### config.mk
export PLATFORM = sky130hd
export DESIGN_NAME = fat_timestamp_to_epoch_core
export DESIGN_NICKNAME = d
export VERILOG_FILES = /design/src/design/fte_pkg.sv /design/src/design/fte_decode.sv /design/src/design/fte_scale.sv /design/src/design/fte_sum.sv /design/src/design/fat_timestamp_to_epoch_core.sv
export SDC_FILE = /design/constraint.sdc
export NUM_CORES = 1
export LEC_CHECK = 0
export BUFFER_PORTS_ARGS = -buffer_cell sky130_fd_sc_hd__clkbuf_2
export CORE_AREA = 2 2 151 153
export DETAILED_ROUTE_END_ITERATION = 10
export DIE_AREA = 0 0 153 155
export MAX_ROUTING_LAYER = met4
export PLACE_DENSITY_LB_ADDON = 0.05
export REMOVE_ABC_BUFFERS = 1
export SETUP_SLACK_MARGIN = 0.5
export SYNTH_ARGS = -nofsm -noshare
export SYNTH_HDL_FRONTEND = slang
export SYNTH_SLANG_ARGS = --single-unit
### constraint.sdc
create_clock -name aclk -period 11.6 [get_ports aclk]
set_clock_uncertainty 0.05 [all_clocks]
set_input_delay 2.32 -clock aclk [delete_from_list [all_inputs] [get_ports aclk]]
set_output_delay 2.32 -clock aclk [all_outputs]
set_load 0.02 [all_outputs]
### src/design/fte_pkg.sv
package fte_pkg;

    localparam int DateW  = 16;
    localparam int TimeW  = 16;
    localparam int EpochW = 32;
    localparam int DaysW  = 16;
    localparam int DaySecW = 33;
    localparam int TodSecW = 17;

    localparam logic [16:0] SecsPerDay   = 17'd86400;
    localparam logic [11:0] SecsPerHour  = 12'd3600;
    localparam logic [5:0]  SecsPerMin   = 6'd60;
    // Days from 1970-01-01 to 1980-01-01.
    localparam logic [15:0] DaysTo1980   = 16'd3652;
    // Year offset of 2100, the only non-leap year divisible by 4 in range.
    localparam logic [6:0]  Year2100Off  = 7'd120;
    localparam logic [3:0]  MonthFeb     = 4'd2;
    localparam logic [3:0]  MonthDec     = 4'd12;
    localparam logic [4:0]  MaxHour      = 5'd23;
    localparam logic [5:0]  MaxMinute    = 6'd59;
    localparam logic [4:0]  MaxTwoSec    = 5'd29;

    typedef struct packed {
        logic             ok;
        logic [DaysW-1:0] days;
        logic [4:0]       hour;
        logic [5:0]       minute;
        logic [5:0]       second;
    } fte_dec_t;

    typedef struct packed {
        logic               ok;
        logic [DaySecW-1:0] day_secs;
        logic [TodSecW-1:0] tod_secs;
    } fte_scl_t;

    function automatic logic [8:0] days_before_month(input logic [3:0] month);
        logic [8:0] d;
        case (month)
            4'd1:    d = 9'd0;
            4'd2:    d = 9'd31;
            4'd3:    d = 9'd59;
            4'd4:    d = 9'd90;
            4'd5:    d = 9'd120;
            4'd6:    d = 9'd151;
            4'd7:    d = 9'd181;
            4'd8:    d = 9'd212;
            4'd9:    d = 9'd243;
            4'd10:   d = 9'd273;
            4'd11:   d = 9'd304;
            4'd12:   d = 9'd334;
            default: d = 9'd0;
        endcase
        return d;
    endfunction

    function automatic logic [4:0] month_len(input logic [3:0] month, input logic leap);
        logic [4:0] l;
        case (month)
            4'd2:                   l = leap ? 5'd29 : 5'd28;
            4'd4, 4'd6, 4'd9, 4'd11: l = 5'd30;
            default:                l = 5'd31;
        endcase
        return l;
    endfunction

endpackage

### src/design/fte_decode.sv
module fte_decode (
    input  logic                     aclk,
    input  logic                     aresetn,
    input  logic                     en,
    input  logic                     in_valid,
    input  logic [fte_pkg::DateW-1:0] packed_date,
    input  logic [fte_pkg::TimeW-1:0] packed_time,
    output logic                     out_valid,
    output fte_pkg::fte_dec_t        out_data
);
    import fte_pkg::*;

    logic       valid_reg, valid_next;
    fte_dec_t   data_reg, data_next;

    logic [4:0] day;
    logic [3:0] month;
    logic [6:0] yoff;
    logic [4:0] two_sec;
    logic [5:0] minute;
    logic [4:0] hour;
    logic       leap;
    logic       past_2100;
    logic [15:0] year_days;

    always_comb begin
        day     = packed_date[4:0];
        month   = packed_date[8:5];
        yoff    = packed_date[15:9];
        two_sec = packed_time[4:0];
        minute  = packed_time[10:5];
        hour    = packed_time[15:11];

        leap      = (yoff[1:0] == 2'b00) && (yoff != Year2100Off);
        past_2100 = yoff > Year2100Off;
        // 365 per year plus leap days in the years before this one.
        year_days = DaysTo1980 + 16'(yoff) * 16'd365 + 16'((8'(yoff) + 8'd3) >> 2)
                    - 16'(past_2100);

        data_next.ok = (month != 4'd0) && (month <= MonthDec) && (day != 5'd0) &&
                       (hour <= MaxHour) && (minute <= MaxMinute) &&
                       (two_sec <= MaxTwoSec) && (day <= month_len(month, leap));
        data_next.days = year_days + 16'(days_before_month(month))
                         + 16'(leap && (month > MonthFeb)) + 16'(day) - 16'd1;
        data_next.hour   = hour;
        data_next.minute = minute;
        data_next.second = {two_sec, 1'b0};
        valid_next = en ? in_valid : valid_reg;
    end

    always_ff @(posedge aclk) begin
        if (!aresetn) begin
            valid_reg <= 1'b0;
        end else begin
            valid_reg <= valid_next;
        end
        if (en) begin
            data_reg <= data_next;
        end
    end

    assign out_valid = valid_reg;
    assign out_data  = data_reg;

endmodule

### src/design/fte_scale.sv
module fte_scale (
    input  logic              aclk,
    input  logic              aresetn,
    input  logic              en,
    input  logic              in_valid,
    input  fte_pkg::fte_dec_t in_data,
    output logic              out_valid,
    output fte_pkg::fte_scl_t out_data
);
    import fte_pkg::*;

    logic     valid_reg, valid_next;
    fte_scl_t data_reg, data_next;

    always_comb begin
        data_next.ok       = in_data.ok;
        data_next.day_secs = DaySecW'(in_data.days) * DaySecW'(SecsPerDay);
        data_next.tod_secs = TodSecW'(in_data.hour) * TodSecW'(SecsPerHour)
                             + TodSecW'(in_data.minute) * TodSecW'(SecsPerMin)
                             + TodSecW'(in_data.second);
        valid_next = en ? in_valid : valid_reg;
    end

    always_ff @(posedge aclk) begin
        if (!aresetn) begin
            valid_reg <= 1'b0;
        end else begin
            valid_reg <= valid_next;
        end
        if (en) begin
            data_reg <= data_next;
        end
    end

    assign out_valid = valid_reg;
    assign out_data  = data_reg;

endmodule

### src/design/fte_sum.sv
module fte_sum (
    input  logic                      aclk,
    input  logic                      aresetn,
    input  logic                      en,
    input  logic                      in_valid,
    input  fte_pkg::fte_scl_t         in_data,
    output logic                      out_valid,
    output logic [fte_pkg::EpochW-1:0] out_secs
);
    import fte_pkg::*;

    logic              valid_reg, valid_next;
    logic [EpochW-1:0] secs_reg, secs_next;
    logic [DaySecW-1:0] total;

    always_comb begin
        total = in_data.day_secs + DaySecW'(in_data.tod_secs);
        if (!in_data.ok) begin
            secs_next = '0;
        end else if (total[DaySecW-1]) begin
            secs_next = '1;
        end else begin
            secs_next = total[EpochW-1:0];
        end
        valid_next = en ? in_valid : valid_reg;
    end

    always_ff @(posedge aclk) begin
        if (!aresetn) begin
            valid_reg <= 1'b0;
        end else begin
            valid_reg <= valid_next;
        end
        if (en) begin
            secs_reg <= secs_next;
        end
    end

    assign out_valid = valid_reg;
    assign out_secs  = secs_reg;

endmodule

### src/design/fat_timestamp_to_epoch_core.sv
// Converts a packed FAT date and time into seconds since 1970-01-01 00:00:00.
// One transfer is taken every clock cycle unless a finished result waits on
// m_tready. The pipeline has three register stages: field decode, validity
// check and day count; the constant multiplies to seconds; the final add with
// saturation, which is also the output register. All stages hold together
// while a result waits on m_tready, so s_tready is high whenever the output
// register is empty or being drained. An invalid month, day, hour, minute or
// second gives 0; a count beyond 32 bits (early February 2106 on) gives
// all ones. There is no configuration and no state beyond the pipeline.
module fat_timestamp_to_epoch_core (
    input  logic        aclk,
    input  logic        aresetn,
    input  logic        s_tvalid,
    output logic        s_tready,
    input  logic [31:0] s_tdata,   // [15:0] packed_date, [31:16] packed_time
    output logic        m_tvalid,
    input  logic        m_tready,
    output logic [31:0] m_tdata    // [31:0] epoch_seconds
);
    import fte_pkg::*;

    logic     advance;
    logic     dec_valid;
    fte_dec_t dec_data;
    logic     scl_valid;
    fte_scl_t scl_data;

    // Advance the whole pipeline unless a finished result is held back.
    assign advance  = !m_tvalid || m_tready;
    assign s_tready = advance;

    fte_decode u_decode (
        .aclk        (aclk),
        .aresetn     (aresetn),
        .en          (advance),
        .in_valid    (s_tvalid),
        .packed_date (s_tdata[DateW-1:0]),
        .packed_time (s_tdata[DateW+TimeW-1:DateW]),
        .out_valid   (dec_valid),
        .out_data    (dec_data)
    );

    fte_scale u_scale (
        .aclk      (aclk),
        .aresetn   (aresetn),
        .en        (advance),
        .in_valid  (dec_valid),
        .in_data   (dec_data),
        .out_valid (scl_valid),
        .out_data  (scl_data)
    );

    // Final stage drives the master side directly.
    fte_sum u_sum (
        .aclk      (aclk),
        .aresetn   (aresetn),
        .en        (advance),
        .in_valid  (scl_valid),
        .in_data   (scl_data),
        .out_valid (m_tvalid),
        .out_secs  (m_tdata)
    );

endmodule

* Word-level counts from Yosys, hierarchy flattened
Memories as Yosys holds them, arrays and structs flattened.
Index checks and enable logic that the tools add are counted.
** Cells by class
- Multiplexer cells :: 3
- $add $sub $neg :: 11
- Eq/ne operators :: 6
- Multiply operators :: 4
- Reductions and logical operators :: 14
- Magnitude comparators :: 7
** Operator list (number)
- 33-bit by 17-bit adder with 33-bit output :: 1
- 32-bit 2-to-1 mux :: 1
- 16-bit by 10-bit multiplier with 26-bit output, second input constant :: 1
- 17-bit by 12-bit adder with 17-bit output :: 1
- 17-bit by 6-bit adder with 17-bit output :: 1
- 12-bit by 16-bit adder with 16-bit output, first input constant :: 1
- 16-bit by 1-bit adder with 16-bit output :: 1
- 16-bit by 14-bit adder with 16-bit output :: 1
- 16-bit by 5-bit adder with 16-bit output :: 1
- 16-bit by 9-bit adder with 16-bit output :: 1
- 7-bit by 9-bit multiplier with 16-bit output, second input constant :: 1
- 16-bit by 1-bit subtractor with 16-bit output :: 1
- 16-bit by 1-bit subtractor with 16-bit output, second input constant :: 1
- 5-bit by 8-bit multiplier with 13-bit output, second input constant :: 1
- 5-bit less-or-equal comparator, second input constant :: 2
- 6-bit by 4-bit multiplier with 10-bit output, second input constant :: 1
- 5-bit one-hot mux with 2 select lines :: 1
- 7-bit by 2-bit adder with 8-bit output, second input constant :: 1
- 4-bit by 3-bit equality test with 1-bit output, second input constant :: 2
- 4-bit equality test, second input constant :: 2
- 1-bit logical AND :: 8
- 7-bit greater-than comparator, second input constant :: 1
- 7-bit inequality test, second input constant :: 1
- 6-bit less-or-equal comparator, second input constant :: 1
- other kinds (11) :: 11
** Word-level totals
- Bits in read-only memories :: 144
- Word-level logic and storage cells :: 58
- Output and inout bits :: 34
- Input bits :: 36
- Memories kept :: 1
- Flip-flop bits (word level) :: 112
** Memories
- (no name shown) :: words 16, bits a word 9, read ports 1, clocked after Yosys merged registers in 0, wr ports 0, line fte_pkg.sv:39 : case (month)

* Longest topological paths before layout
- Depth after elaboration :: 8
- Depth in mapped cells :: 21
- Mapped depth without buffers :: 21

* By module
A second synthesis with hierarchy kept.
** Unflattened totals
- Cell total of the unflattened synthesis :: 1174
- Area total of the unflattened synthesis :: 12330.6 um^2
** Modules (own cells, without submodules)
- fte_scale :: seq. area each 1341.3 um^2, area each 5754.3 um^2, cells an instance 547, times used 1
- fte_decode :: seq. area each 1011.0 um^2, area each 3920.0 um^2, cells an instance 368, times used 1
- fte_sum :: seq. area each 980.9 um^2, area each 2650.0 um^2, cells an instance 258, times used 1
- fat_timestamp_to_epoch_core :: seq. area each 0.0 um^2, area each 6.3 um^2, cells an instance 1, times used 1

* Worst setup path after synthesis
No wires, ideal clock.
- Path type :: in2out
- Start point :: in m_tready
- End point :: out s_tready
- Data required time :: 9230 ps
- Stages :: 1
- Setup slack :: 4075 ps
- Arrival time :: 5155 ps
- Path buffers :: 0
- Cells stage by stage :: nand2b_1
** Between the ends
- Longest elaborated chain between the ends :: 1
** Ends and longest elaborated chain
- start, declared :: line fat_timestamp_to_epoch_core.sv:17 : input logic m_tready,
- 1-bit logical OR :: line fat_timestamp_to_epoch_core.sv:29 : assign advance = !m_tvalid || m_tready;
- end, declared :: line fat_timestamp_to_epoch_core.sv:14 : output logic s_tready,
No other way between the ends.

==> run_results.csv <==
group,metric,value,unit
critical_path,crit_fanout,13,
clock_network,postCtsHoldBufs,0,
global_routing,grt_max_degree,58,
synth,synth_edf_count,108,
floorplan,die_h,155,microns
critical_path,cp-start-kind,"input port",
clock_network,cts_tree,"built",
sta,hold_viol,0,
synth,yosys.area.top_type,"edfxtp_1",
global_routing,antenna_found_initial,0,
sta,slew_headroom,36.13,%
sta,tightest_slew,933.9,ps
floorplan,core,22230,sq um
synth,synth_async_sr_flop_share,0,%
global_routing,track_usage,19.76,%
synth,ys_seq_area_share,27.60,%
synth,yosys.area.top_type_share,27.10,%
floorplan,die-area,23720,sq um
global_routing,met2_usage,34.08,%
sta,period_share,61.17,%
clock_network,clock_sinks,111,
clock_network,cts_root_buf,"clkbuf_16",
final_layout,area_growth,7.830,%
sta,fmax,140.9,MHz
flow_run,maxCapViolCount,0,
synth,yosysWarnings,0,
place,io_buffers,69,
global_routing,grtUsageMet3,1.755,%
final_layout,diodes,0,
place,dp_hpwl,17.92,mm
sta,rsz0062_at_grt,"no",
synth,yosysMostFrequentCell,"inv_1",
clock_network,clk_latency,360,ps
final_layout,layout-drive-gt1-share,10.73,%
synth,synth-seq-cells,111,
routing,vias_per_cell,5.334,
synth,synth_area,11970,sq um
clock_network,cts_buffer_depth,2,
final_layout,fill_cells,1955,
routing,drt_iter0_drc,252,
critical_path,timing_worst_setup_path_type,"input port to register",
floorplan,io_pins,70,
global_routing,use_met1,25.08,%
place,place.gp.congestion,0.9005,
synth,ys_top_cells_by_count,"inv_1, ha_1, edfxtp_1",
global_routing,grt.busiest_layer,"met2",
routing,vias,7931,
synth,synthTopCellsByArea,"edfxtp_1, ha_1, fa_1, inv_1, xnor2_1",
routing,firstDrtPassIters,4,
global_routing,grt_pass1_wl,37.72,mm
synth,synth_flop_cell,"edfxtp_1",
global_routing,grt_pass1_vias,8103,
critical_path,cp_data_required_time,11650,ps
routing,post_drt_wl_per_cell,14.44,microns
clock_network,cts_buffers,9,
synth,synth_cell_type_count,77,
clock_network,path_clk_slew,90,ps
status,outcome,"completed",
global_routing,grt_overflow,0,
routing,drc,0,
clock_network,cts_setup_buffers,0,
synth,syn_avg_cell_area,10.55,sq um
synth,syn_inst,1134,
critical_path,end_kind,"register",
floorplan,initial_core_util,53.85,%
critical_path,cp_data_arrival_time,7150,ps
floorplan,die_w,153,microns
sta,min_period,7096,ps
final_layout,layout.nets,1530,
sta,setup_viol_count_final,0,
clock_network,ctsResizeCount,0,
min_path,hp-class,"register to register",
floorplan,rows,55,
routing,antenna_left,0,
sta,setup_tns,0,ps
sta,slew_viol_final,0,
routing,wl,21.47,mm
clock_network,htree_num_levels,3,
[through the flow]
stage	area, sq um	utilization (%)	cells	setup WS [ps]	hold slack, ps
global route	12910	58.06	1487	4209	403.7
global placement	12600	56.67	1471	4233	370.5
CTS	12910	58.06	1487	4540	398.9
floorplan	11880	-	1116	4075	350.3
detailed placement	12600	56.67	1471	4149	378.5
finish	12910	58.06	1487	4504	387.3
[layer usage]
| layer | part of all wire, % | wire [microns] |
|---|---|---|
| met3 | 2.3 | 486 |
| met1 | 48 | 10290 |
| met2 | 48 | 10240 |
| met4 | 2.1 | 452 |
| met5 | 0 | 0 |
[flip-flops by register name, summed over array words and instances, names as in the netlist]
register / flops
u_sum.out_secs: 32
u_scale.out_data: 43
u_scale.out_valid: 1
u_decode.out_data: 33
u_sum.out_valid: 1
u_decode.out_valid: 1
[worst max-delay path, stage by stage]
cell and delay, ps:
clkbuf_2 240, inv_1 180, ha_1 210, mux2_2 290
ha_1 280, inv_1 50, fa_1 490, inv_1 50
fa_1 460, fa_1 540, inv_1 50, fa_1 520
inv_1 40, ha_1 330, o21a_1 220, o21a_1 190
o211ai_1 110, a21oi_1 130, o41ai_1 330, xnor2_1 110
[final cells by class]
type | count | area (sq um) | share of cell area (%)
well taps | 285 | 356.6 | 2.763
multi-input cells | 781 | 7744 | 60.00
repair buffers | 70 | 352.8 | 2.734
flip-flops and latches | 111 | 3303 | 25.59
clock inverters | 7 | 83.83 | 0.6495
inverters | 224 | 840.8 | 6.515
clock buffers | 9 | 225.2 | 1.745
[path summary, 6_finish.rpt]
path,from,end,slack [ps],cells past startpoint
max,s_tdata[7],u_decode.out_data[32],4500,20
min,u_decode.out_data[1],u_scale.out_data[1],390,0
min reg2reg,u_decode.out_data[1],u_scale.out_data[1],390,0
max reg2reg,u_decode.out_data[20],u_scale.out_data[49],6390,16
[cell families (layout without fill, tap and decap cells)]
group | after synthesis | after routing | share of synthesized area [%]
adders and majority gates | 297 | 297 | 36.44
buffers and inverters | 242 | 310 | 7.767
AOI/OAI and AO/OA | 230 | 230 | 14.12
and+or+nand+nor | 166 | 166 | 7.056
DFF | 111 | 111 | 27.60
xor gates and xnor gates | 79 | 79 | 6.095
muxes | 9 | 9 | 0.9199
[placed cells by master (no fill, tap or decap), types with 23 or more instances in the layout]
cell	netlist	layout
a21o_1	23	23
fa_1	86	86
nand2_1	35	35
edfxtp_1	108	108
o21ai_0	35	35
a21oi_1	59	59
xor2_1	27	27
ha_1	211	211
nor2_1	45	45
xnor2_1	50	50
inv_1	224	224
clkbuf_2	0	69
Power is not shown: default switching activity piles up to over one toggle a cycle in this logic, so the estimate is an artifact.
